## src/rtl/nearest_scaler_pixel_repack_top_macros.svh

```systemverilog
// Assertion macros shared by the scaler RTL.
// NO_ASSERTIONS removes every check.
`ifndef NEAREST_SCALER_PIXEL_REPACK_TOP_MACROS_SVH
`define NEAREST_SCALER_PIXEL_REPACK_TOP_MACROS_SVH

`ifndef NO_ASSERTIONS
// Same-cycle implication.
`define NSPR_ASSERT_IMPL(label, clk, rst, ante, cons) \
   label: assert property (@(posedge clk) disable iff (rst) (ante) |-> (cons)) \
      else $error("nspr: assertion failed");
// Next-cycle implication.
`define NSPR_ASSERT_NEXT(label, clk, rst, ante, cons) \
   label: assert property (@(posedge clk) disable iff (rst) (ante) |=> (cons)) \
      else $error("nspr: assertion failed");
`else
`define NSPR_ASSERT_IMPL(label, clk, rst, ante, cons)
`define NSPR_ASSERT_NEXT(label, clk, rst, ante, cons)
`endif

`endif

```

## src/rtl/nspr_pkg.sv

```systemverilog
package nspr_pkg;

   localparam int STORE_PIXELS = 65536;
   localparam int MAX_DIM      = 4096;

   localparam int STORE_AW  = $clog2(STORE_PIXELS);
   localparam int LOAD_W    = $clog2(STORE_PIXELS + 1);
   localparam int POS_W     = $clog2(MAX_DIM);
   localparam int SRC_W     = 11;
   localparam int DIM_W     = 13;
   localparam int SHIFT_W   = 5;
   localparam int CHAN_W    = 8;
   localparam int PIX_W     = 3 * CHAN_W;
   localparam int WORD_W    = 32;
   localparam int CSR_W     = 13;
   localparam int CSR_IDX_W = 3;
   localparam int PROD_W    = POS_W + SRC_W;
   localparam int ADDR_W    = 2 * SRC_W;
   localparam int CNT_W     = $clog2(PROD_W + 1);

   localparam logic KIND_LOAD   = 1'b0;
   localparam logic KIND_OUTPUT = 1'b1;

   typedef enum logic [CSR_IDX_W-1:0] {
      CSR_SRC_WIDTH   = 3'd0,
      CSR_SRC_HEIGHT  = 3'd1,
      CSR_DST_WIDTH   = 3'd2,
      CSR_DST_HEIGHT  = 3'd3,
      CSR_RED_SHIFT   = 3'd4,
      CSR_GREEN_SHIFT = 3'd5,
      CSR_BLUE_SHIFT  = 3'd6
   } csr_index_type;

   typedef struct packed {
      logic              kind;
      logic [CHAN_W-1:0] red;
      logic [CHAN_W-1:0] green;
      logic [CHAN_W-1:0] blue;
      logic              frame_start;
   } req_type;

   typedef struct packed {
      logic [WORD_W-1:0] pixel;
      logic              line_end;
      logic              frame_end;
   } rsp_type;

endpackage

```

## src/rtl/nspr_scale.sv

```systemverilog
// floor(pos * src / dst), clamped to src - 1.
// Product taken at go, then one restoring quotient bit per cycle.
module nspr_scale (
   input  logic                      clock,
   input  logic                      reset,
   input  logic                      go,
   input  logic [nspr_pkg::POS_W-1:0] pos,
   input  logic [nspr_pkg::SRC_W-1:0] src,
   input  logic [nspr_pkg::DIM_W-1:0] dst,
   output logic                      done,
   output logic [nspr_pkg::SRC_W-1:0] index
);
   import nspr_pkg::*;

   typedef enum logic [1:0] {
      S_IDLE,
      S_DIV,
      S_CLAMP
   } state_type;

   state_type          state_ff;
   logic [CNT_W-1:0]   cnt_ff;
   logic [DIM_W-1:0]   rem_ff;
   logic [PROD_W-1:0]  quo_ff;
   logic [SRC_W-1:0]   src_ff;
   logic [DIM_W-1:0]   dst_ff;
   logic               done_ff;
   logic [SRC_W-1:0]   index_ff;

   logic [PROD_W-1:0]  prod;
   logic [DIM_W:0]     trial;
   logic               take;
   logic [DIM_W-1:0]   rem_in;
   logic [SRC_W-1:0]   index_in;

   assign prod  = PROD_W'(pos) * PROD_W'(src);
   assign trial = {rem_ff, quo_ff[PROD_W-1]};
   assign take  = trial >= {1'b0, dst_ff};
   // remainder stays below dst, so it fits DIM_W bits
   assign rem_in = take ? DIM_W'(trial - {1'b0, dst_ff}) : trial[DIM_W-1:0];
   assign index_in = (quo_ff >= PROD_W'(src_ff)) ? src_ff - SRC_W'(1)
                                                 : quo_ff[SRC_W-1:0];

   always_ff @(posedge clock) begin
      if (reset) begin
         state_ff <= S_IDLE;
         done_ff  <= 1'b0;
      end else begin
         done_ff <= 1'b0;
         unique case (state_ff)
            S_IDLE: begin
               if (go) begin
                  quo_ff   <= prod;
                  rem_ff   <= '0;
                  cnt_ff   <= CNT_W'(PROD_W);
                  src_ff   <= src;
                  dst_ff   <= dst;
                  state_ff <= S_DIV;
               end
            end
            S_DIV: begin
               rem_ff <= rem_in;
               quo_ff <= {quo_ff[PROD_W-2:0], take};
               cnt_ff <= cnt_ff - CNT_W'(1);
               if (cnt_ff == CNT_W'(1)) begin
                  state_ff <= S_CLAMP;
               end
            end
            S_CLAMP: begin
               index_ff <= index_in;
               done_ff  <= 1'b1;
               state_ff <= S_IDLE;
            end
            default: state_ff <= S_IDLE;
         endcase
      end
   end

   assign done  = done_ff;
   assign index = index_ff;

endmodule

```

## config.mk

```make
export PLATFORM = sky130hd
export DESIGN_NAME = nspr_scale
export DESIGN_NICKNAME = d
export VERILOG_FILES = /design/src/rtl/nearest_scaler_pixel_repack_top_macros.svh /design/src/rtl/nspr_pkg.sv /design/src/rtl/nspr_scale.sv
export SDC_FILE = /design/constraint.sdc
export NUM_CORES = 1
export LEC_CHECK = 0
export BUFFER_PORTS_ARGS = -buffer_cell sky130_fd_sc_hd__buf_2
export CAP_MARGIN = 20
export CORE_UTILIZATION = 45
export CTS_CLUSTER_DIAMETER = 100
export CTS_CLUSTER_SIZE = 16
export DETAILED_ROUTE_END_ITERATION = 7
export SLEW_MARGIN = 10
export SYNTH_ARGS = -nofsm -noshare
export SYNTH_HDL_FRONTEND = slang
export SYNTH_SLANG_ARGS = --single-unit
```

## constraint.sdc

```tcl
create_clock -name clock -period 10.1 [get_ports clock]
set_input_delay 2.02 -clock clock [delete_from_list [all_inputs] [get_ports clock]]
set_output_delay 2.02 -clock clock [all_outputs]
set_load 0.05 [all_outputs]
```

==> results of run 1 <==
-- worst max-delay path, delay by kind of cell --
family	cells	cell delay, ns
mux	1	0.39
fa+ha+maj	6	2.93
buf+inv	3	0.35
compound gates	3	0.97
simple gates	2	0.34
-- sequential cells by signal, summed over array words and instances, names as in the netlist --
| register | cells |
|---|---|
| dst_ff | 13 |
| rem_ff | 13 |
| done | 1 |
| src_ff | 11 |
| quo_ff | 23 |
| index | 11 |
| state_ff | 2 |
| cnt_ff | 5 |
-- synthesized netlist by cell type, types with 4 or more instances --
cell,count
and2_1,74
nand4_1,7
nor4_1,5
o21ai_0,24
nor2b_1,5
xor2_1,10
ha_1,88
mux2_2,11
mux2i_1,9
a21oi_1,31
nand3_1,16
nor3_1,16
a31oi_1,6
fa_1,90
nand2b_1,7
nor2_1,38
and3_1,7
o211ai_1,5
a311oi_1,4
inv_1,144
clkbuf_1,27
nand2_1,99
edfxtp_1,76
xnor2_1,26
a21o_1,10
nor3b_1,4
-- cell type report --
| cell class | count | area (µm²) | area share |
|---|---|---|---|
| inverter | 144 | 541 | 0.0572 |
| tap | 260 | 325 | 0.0344 |
| timing repair buffer | 54 | 280 | 0.0297 |
| clock buffer | 12 | 236 | 0.0250 |
| multi-input combinational | 636 | 5680 | 0.601 |
| sequential | 79 | 2340 | 0.248 |
| clock inverter | 4 | 47.5 | 0.00503 |
-- report_power, final --
| group | total [W] | internal [W] | leakage, nW | switching, W |
|---|---|---|---|---|
| clock network | 0.000323 | 0.000191 | 0.137 | 0.000132 |
| logic | 0.00138 | 0.000574 | 3.53 | 0.000806 |
| registers | 0.000477 | 0.000447 | 0.733 | 0.0000305 |
-- kinds of logic after synthesis --
logic type               Yosys count
AND/OR/NAND/NOR                  292
adder cells (fa/ha/maj)          178
buffers and inverters            177
AO/OA/AOI/OAI                    110
flip-flops                        79
XOR/XNOR                          36
multiplexers                      20
-- placed cells by master, fill, tap and decap left out, drive strengths merged, types with 4 or more instances in the layout --
cell	instances
nor4	5
nand4	7
nand2	100
and2	74
nand3	16
nor2b	5
and3	7
inv	144
a21oi	31
nand2b	7
o21ai	24
a211oi	6
xnor2	26
edfxtp	76
nor2	41
o211ai	6
a311oi	4
a31oi	6
mux2i	9
a21o	10
clkbuf	12
xor2	10
nor3b	4
fa	90
mux2	11
ha	88
nor3	16
buf	54
-- metrics by stage --
step / instances / util / total power (W)
floorplan: 892 / - / 0.00156
global placement: 1173 / 0.487 / 0.00185
detailed placement: 1173 / 0.487 / 0.00185
CTS: 1189 / 0.502 / 0.00219
global route: 1189 / 0.502 / 0.00239
finish: 1189 / 0.502 / 0.00218
-- routing by layer --
layer | wire [µm] | share of wire
met5 | 0 | 0
met4 | 192 | 0.010
met3 | 577 | 0.030
met2 | 8690 | 0.46
met1 | 9510 | 0.50
-- worst paths after layout --
check                                           endpoint                     from
worst min register to register  state_ff[1]$_SDFFE_PP0P_  cnt_ff[4]$_SDFFCE_PN1P_
worst max register to register   rem_ff[9]$_SDFFCE_PN0P_     quo_ff[22]$_DFFE_PP_
worst min-delay path            state_ff[1]$_SDFFE_PP0P_  cnt_ff[4]$_SDFFCE_PN1P_
worst max-delay path                quo_ff[19]$_DFFE_PP_                   src[9]
==> impl_metrics.py, run 1 <==
metrics = {
    "status": {
        "status": "completed",
    },
    "yosys": {
        "synth_top_family_by_area": "adder cells",
        "synth_cell_types": 59,
        "ys.warnings.count": 0,
        "synth-seq-cells": 79,
        "synth.area.mux_share": 0.0246,
        "syn_area_per_cell_um2": 9.73,
        "synth_area_leader_cell": "edfxtp_1",
        "yosysSeqAreaShare": 0.270,
        "synth_area_leaders": "edfxtp_1 (26%), fa_1 (21%), ha_1 (13%)",
        "synth-compound-area-share": 0.0869,
        "synth_edf_count": 76,
        "postSynthCellCount": 892,
        "synthArstFlopShare": 0,
        "syn-num-nets": 1109,
        "synthXorXnorAreaFrac": 0.0363,
        "synthFlopType": "edfxtp_1",
        "synth_top_area_frac": 0.263,
        "syn_area_mm2": 0.00868,
        "synthSimpleGateAreaFrac": 0.169,
        "synthAdderAreaFrac": 0.334,
    },
    "pwr": {
        "ir_drop_uv": 137,
        "leakage_nw": 4.40,
        "powerDensity_mw_per_mm2": 231,
    },
    "clock_tree": {
        "cts_buffers": 9,
        "cts_setup_buffers": 0,
        "cts_max_level": 3,
        "root_buffer": "clkbuf_16",
        "cts_resized": 0,
        "clkLatencyLatePin_ns": 0.35,
        "cts_tree": "yes",
        "hold_buffers": 0,
        "cts_buffer_depth": 2,
        "cts_sinks": 79,
        "cts.clk_slew.worst_paths_ns": 0.06,
    },
    "sta": {
        "finalCriticalPeriod_ns": 6.83,
        "worst_pin_slew_ns": 0.979,
        "setup_tns_ns": 0,
        "min_period_over_period": 0.676,
        "setup_viol": 0,
        "slew_viol_final": 0,
        "hold_viol_final": 0,
        "setup_ws_ns": 3.27,
        "relSlewSlack": 0.347,
        "grt_setup_unrepaired": "false",
        "worst_hold_slack_ns": 0.572,
        "skew_ns": 0.00840,
        "fmax_ghz": 0.147,
    },
    "setup_path": {
        "cp-end-kind": "flop",
        "reg2reg_depth": 9,
        "crit_slowest_cell": "fa_1",
        "reg2reg_setup_slack_ns": 7.03,
        "path_cells": "buf_2, and2_1, fa_1, fa_1, fa_1, fa_1, inv_1, fa_1, inv_1, ha_1, a21oi_1, nand2_1, a311oi_1, mux2_2, o31ai_1",
        "required_ns": 10.28,
        "worstPathArrival_ns": 7.01,
        "crit_type": "input pin to flop",
        "slowest_delay_ns": 0.54,
        "crit_fanout": 13,
        "crit_top_cell": "fa_1",
        "cp-start-kind": "input pin",
    },
    "global_route": {
        "first_global_vias": 6313,
        "grt-ovfl-total": 0,
        "antenna_found_initial": 0,
        "gr-usage-met3": 0.0234,
        "grtUsageMet1": 0.295,
        "grt_use_total": 0.206,
        "gr-usage-met2": 0.336,
        "grt_first_pass_wirelength_um": 31900,
        "grt_start_max_net_pins": 50,
        "busiest_layer": "met2",
    },
    "placement": {
        "portBuffers": 50,
        "place_ws_ns": 2.96,
        "dpl_cell_area_mm2": 0.00916,
        "dpl.hpwl_um": 14800,
        "gp_congestion": 0.843,
    },
    "drt": {
        "wl_um": 19000,
        "detail_route.iter0.violations": 232,
        "vias": 6103,
        "ant_nets": 0,
        "drc": 0,
        "wl_per_cell_um": 15.9,
        "first_pass_iters": 4,
        "vias_per_cell": 5.13,
    },
    "flow_run": {
        "maxCapViolations": 0,
    },
    "floorplan": {
        "coreArea_mm2": 0.0188,
        "initial_utilization": 0.461,
        "die_h_um": 141,
        "die_w_um": 141,
        "rows": 50,
        "die_area_mm2": 0.0199,
        "ios": 51,
    },
    "cells_and_area": {
        "fin_nets": 1141,
        "layout-drive-gt1-share": 0.105,
        "fillers": 1807,
        "design_area_mm2": 0.00945,
        "antenna_cells": 0,
        "syn_to_final_growth_pct": 8.84,
    },
    "worst_hold_path": {
        "whs_path_depth": 2,
        "min_path_type": "flop to flop",
    },
}
Note: power is estimated with default switching activity, not from simulation.
==> run 2: changes to the inputs <==
Clock period 10.1 ns to 7.1 ns, I/O delays scaled along.
==> run 2 against run 1 <==
Compared with the run above:
- cell count stayed put
- cell area increased by 0.34%
- total power rose by 44%
- sequential power is 42% higher
- register-to-register slack got worse by 3.0 ns
- clock-buffer cell count unchanged
- worst hold slack improved by 0.0035 ns
- critical endpoint unchanged
- largest power group unchanged
- highest routed layer unchanged
==> impl_metrics.py, run 2 (synthesis gave the netlist of run 1 again) <==
metrics = {
    "setup_path": {
        "crit_slowest_cell": "fa_1",
        "cp.buffers_inverters": 3,
        "cp-end-kind": "flop",
        "crit_top_cell": "fa_1",
        "crit_fanout": 13,
        "crit_type": "input pin to flop",
        "slowest_delay_ns": 0.54,
        "cp-start-kind": "input pin",
        "path_delay_family": "adder cells",
        "required_ns": 7.28,
        "path_cells": "buf_2, and2_1, fa_1, fa_1, fa_1, fa_1, inv_1, fa_1, inv_1, ha_1, a21oi_1, nand2_1, a311oi_1, mux2_2, o31ai_1",
        "worstPathArrival_ns": 6.40,
    },
    "pwr": {
        "clkPwrFrac": 0.160,
        "p_sw_frac": 0.435,
        "power_frac_comb": 0.624,
        "ir_drop_uv": 210,
        "p_sw_w": 0.00136,
        "seq_power_share": 0.216,
        "leakage_nw": 4.42,
        "powerDensity_mw_per_mm2": 331,
        "intPower_w": 0.00177,
    },
    "sta": {
        "finalCriticalPeriod_ns": 6.23,
        "setup_viol": 0,
        "grt_setup_unrepaired": "false",
        "slew_viol_final": 0,
        "worst_hold_slack_ns": 0.575,
        "min_period_over_period": 0.877,
        "setup_ws_ns": 0.872,
        "fmax_ghz": 0.161,
        "setup_tns_ns": 0,
        "worst_pin_slew_ns": 0.983,
        "relSlewSlack": 0.345,
        "hold_viol_final": 0,
        "skew_ns": 0.00673,
    },
    "clock_tree": {
        "hold_buffers": 0,
        "cts_buffer_depth": 2,
        "clkLatencyLatePin_ns": 0.35,
        "cts_tree": "yes",
        "cts.clk_slew.worst_paths_ns": 0.06,
        "cts_resized": 0,
        "cts_setup_buffers": 0,
        "cts_sinks": 79,
        "root_buffer": "clkbuf_16",
        "cts_max_level": 3,
        "cts_buffers": 9,
    },
    "global_route": {
        "grt-ovfl-total": 0,
        "grt_first_pass_wirelength_um": 31800,
        "antenna_found_initial": 0,
        "grt_use_total": 0.206,
        "grt_start_max_net_pins": 50,
        "first_global_vias": 6273,
    },
    "status": {
        "status": "completed",
    },
    "cells_and_area": {
        "syn_to_final_growth_pct": 9.21,
        "antenna_cells": 0,
        "layout.cells.most_common": "inv_1",
        "fin_cells": 1189,
        "layout_common_cells": "inv_1 (144), nand2_1 (99), fa_1 (90), ha_1 (88), edfxtp_1 (76)",
        "design_area_mm2": 0.00948,
        "top_regs": "quo_ff x23, dst_ff x13, rem_ff x13",
        "fin_nets": 1141,
        "largest_register": "quo_ff",
        "largest_register_ffs": 23,
        "layout-drive-gt1-share": 0.107,
    },
    "placement": {
        "gp_congestion": 0.842,
        "dpl_cell_area_mm2": 0.00916,
        "portBuffers": 50,
        "place_ws_ns": 0.539,
        "dpl.hpwl_um": 14800,
        "placedCellCount": 1173,
    },
    "floorplan": {
        "die_area_mm2": 0.0199,
        "rows": 50,
        "initial_utilization": 0.461,
        "die_h_um": 141,
        "coreArea_mm2": 0.0188,
        "die_w_um": 141,
        "ios": 51,
    },
    "drt": {
        "ant_nets": 0,
        "drc": 0,
        "wl_um": 18900,
        "vias": 6159,
        "detail_route.iter0.violations": 260,
        "vias_per_cell": 5.18,
        "wl_per_cell_um": 15.9,
        "first_pass_iters": 5,
    },
    "worst_hold_path": {
        "min_path_type": "flop to flop",
    },
    "flow_run": {
        "maxCapViolations": 0,
    },
}
run 2: cell types whose count changed in the layout (fill, tap and decap cells not counted):
cell and change:
clkbuf_1 -1, clkinvlp_4 -1, bufinv_16 +1, clkbuf_8 +1
run 2: path summary, 6_finish.rpt:
kind | startpoint | to | slack, ns | cells past startpoint
setup / recovery | src[9] | quo_ff[19]$_DFFE_PP_ | 0.87 | 15
hold / removal | state_ff[1]$_SDFFE_PP0P_ | done$_SDFF_PP0_ | 0.58 | 1
setup reg to reg | quo_ff[22]$_DFFE_PP_ | rem_ff[9]$_SDFFCE_PN0P_ | 4.05 | 9
hold reg to reg | state_ff[1]$_SDFFE_PP0P_ | done$_SDFF_PP0_ | 0.58 | 1
run 2: per-layer routing:
layer | up-vias | GRT usage | part of all wire
met2 | 121 | 0.331 | 0.45
met3 | 18 | 0.0190 | 0.030
li1 | 3015 | - | -
met5 | - | 0 | 0
met1 | 3005 | 0.298 | 0.50
met4 | 0 | 0.0589 | 0.014
run 2: cell type report:
type                    instances  area, µm²
fillers                      1777       9350
multi-input cells             636       5680
flip-flops and latches         79       2340
inverters                     144        541
well taps                     260        325
repair buffers                 54        280
clock buffers                  12        246
clock inverters                 4       70.1
run 2: through the flow:
| step | util | total power, W |
|---|---|---|
| after CTS | 0.503 | 0.00315 |
| after floorplan | - | 0.00222 |
| after global routing | 0.503 | 0.00346 |
| after global placement | 0.487 | 0.00263 |
| after detailed placement | 0.487 | 0.00263 |
| final | 0.503 | 0.00313 |
run 2: power by group through the flow:
| stage | registers (W) | logic (W) | clock network (W) |
|---|---|---|---|
| final | 0.000678 | 0.00196 | 0.000500 |
| after floorplan | 0.000671 | 0.00155 | 0 |
| after CTS | 0.000678 | 0.00196 | 0.000511 |
| after detailed placement | 0.000688 | 0.00195 | 0 |
| after global placement | 0.000687 | 0.00194 | 0 |
| after global routing | 0.000688 | 0.00224 | 0.000528 |
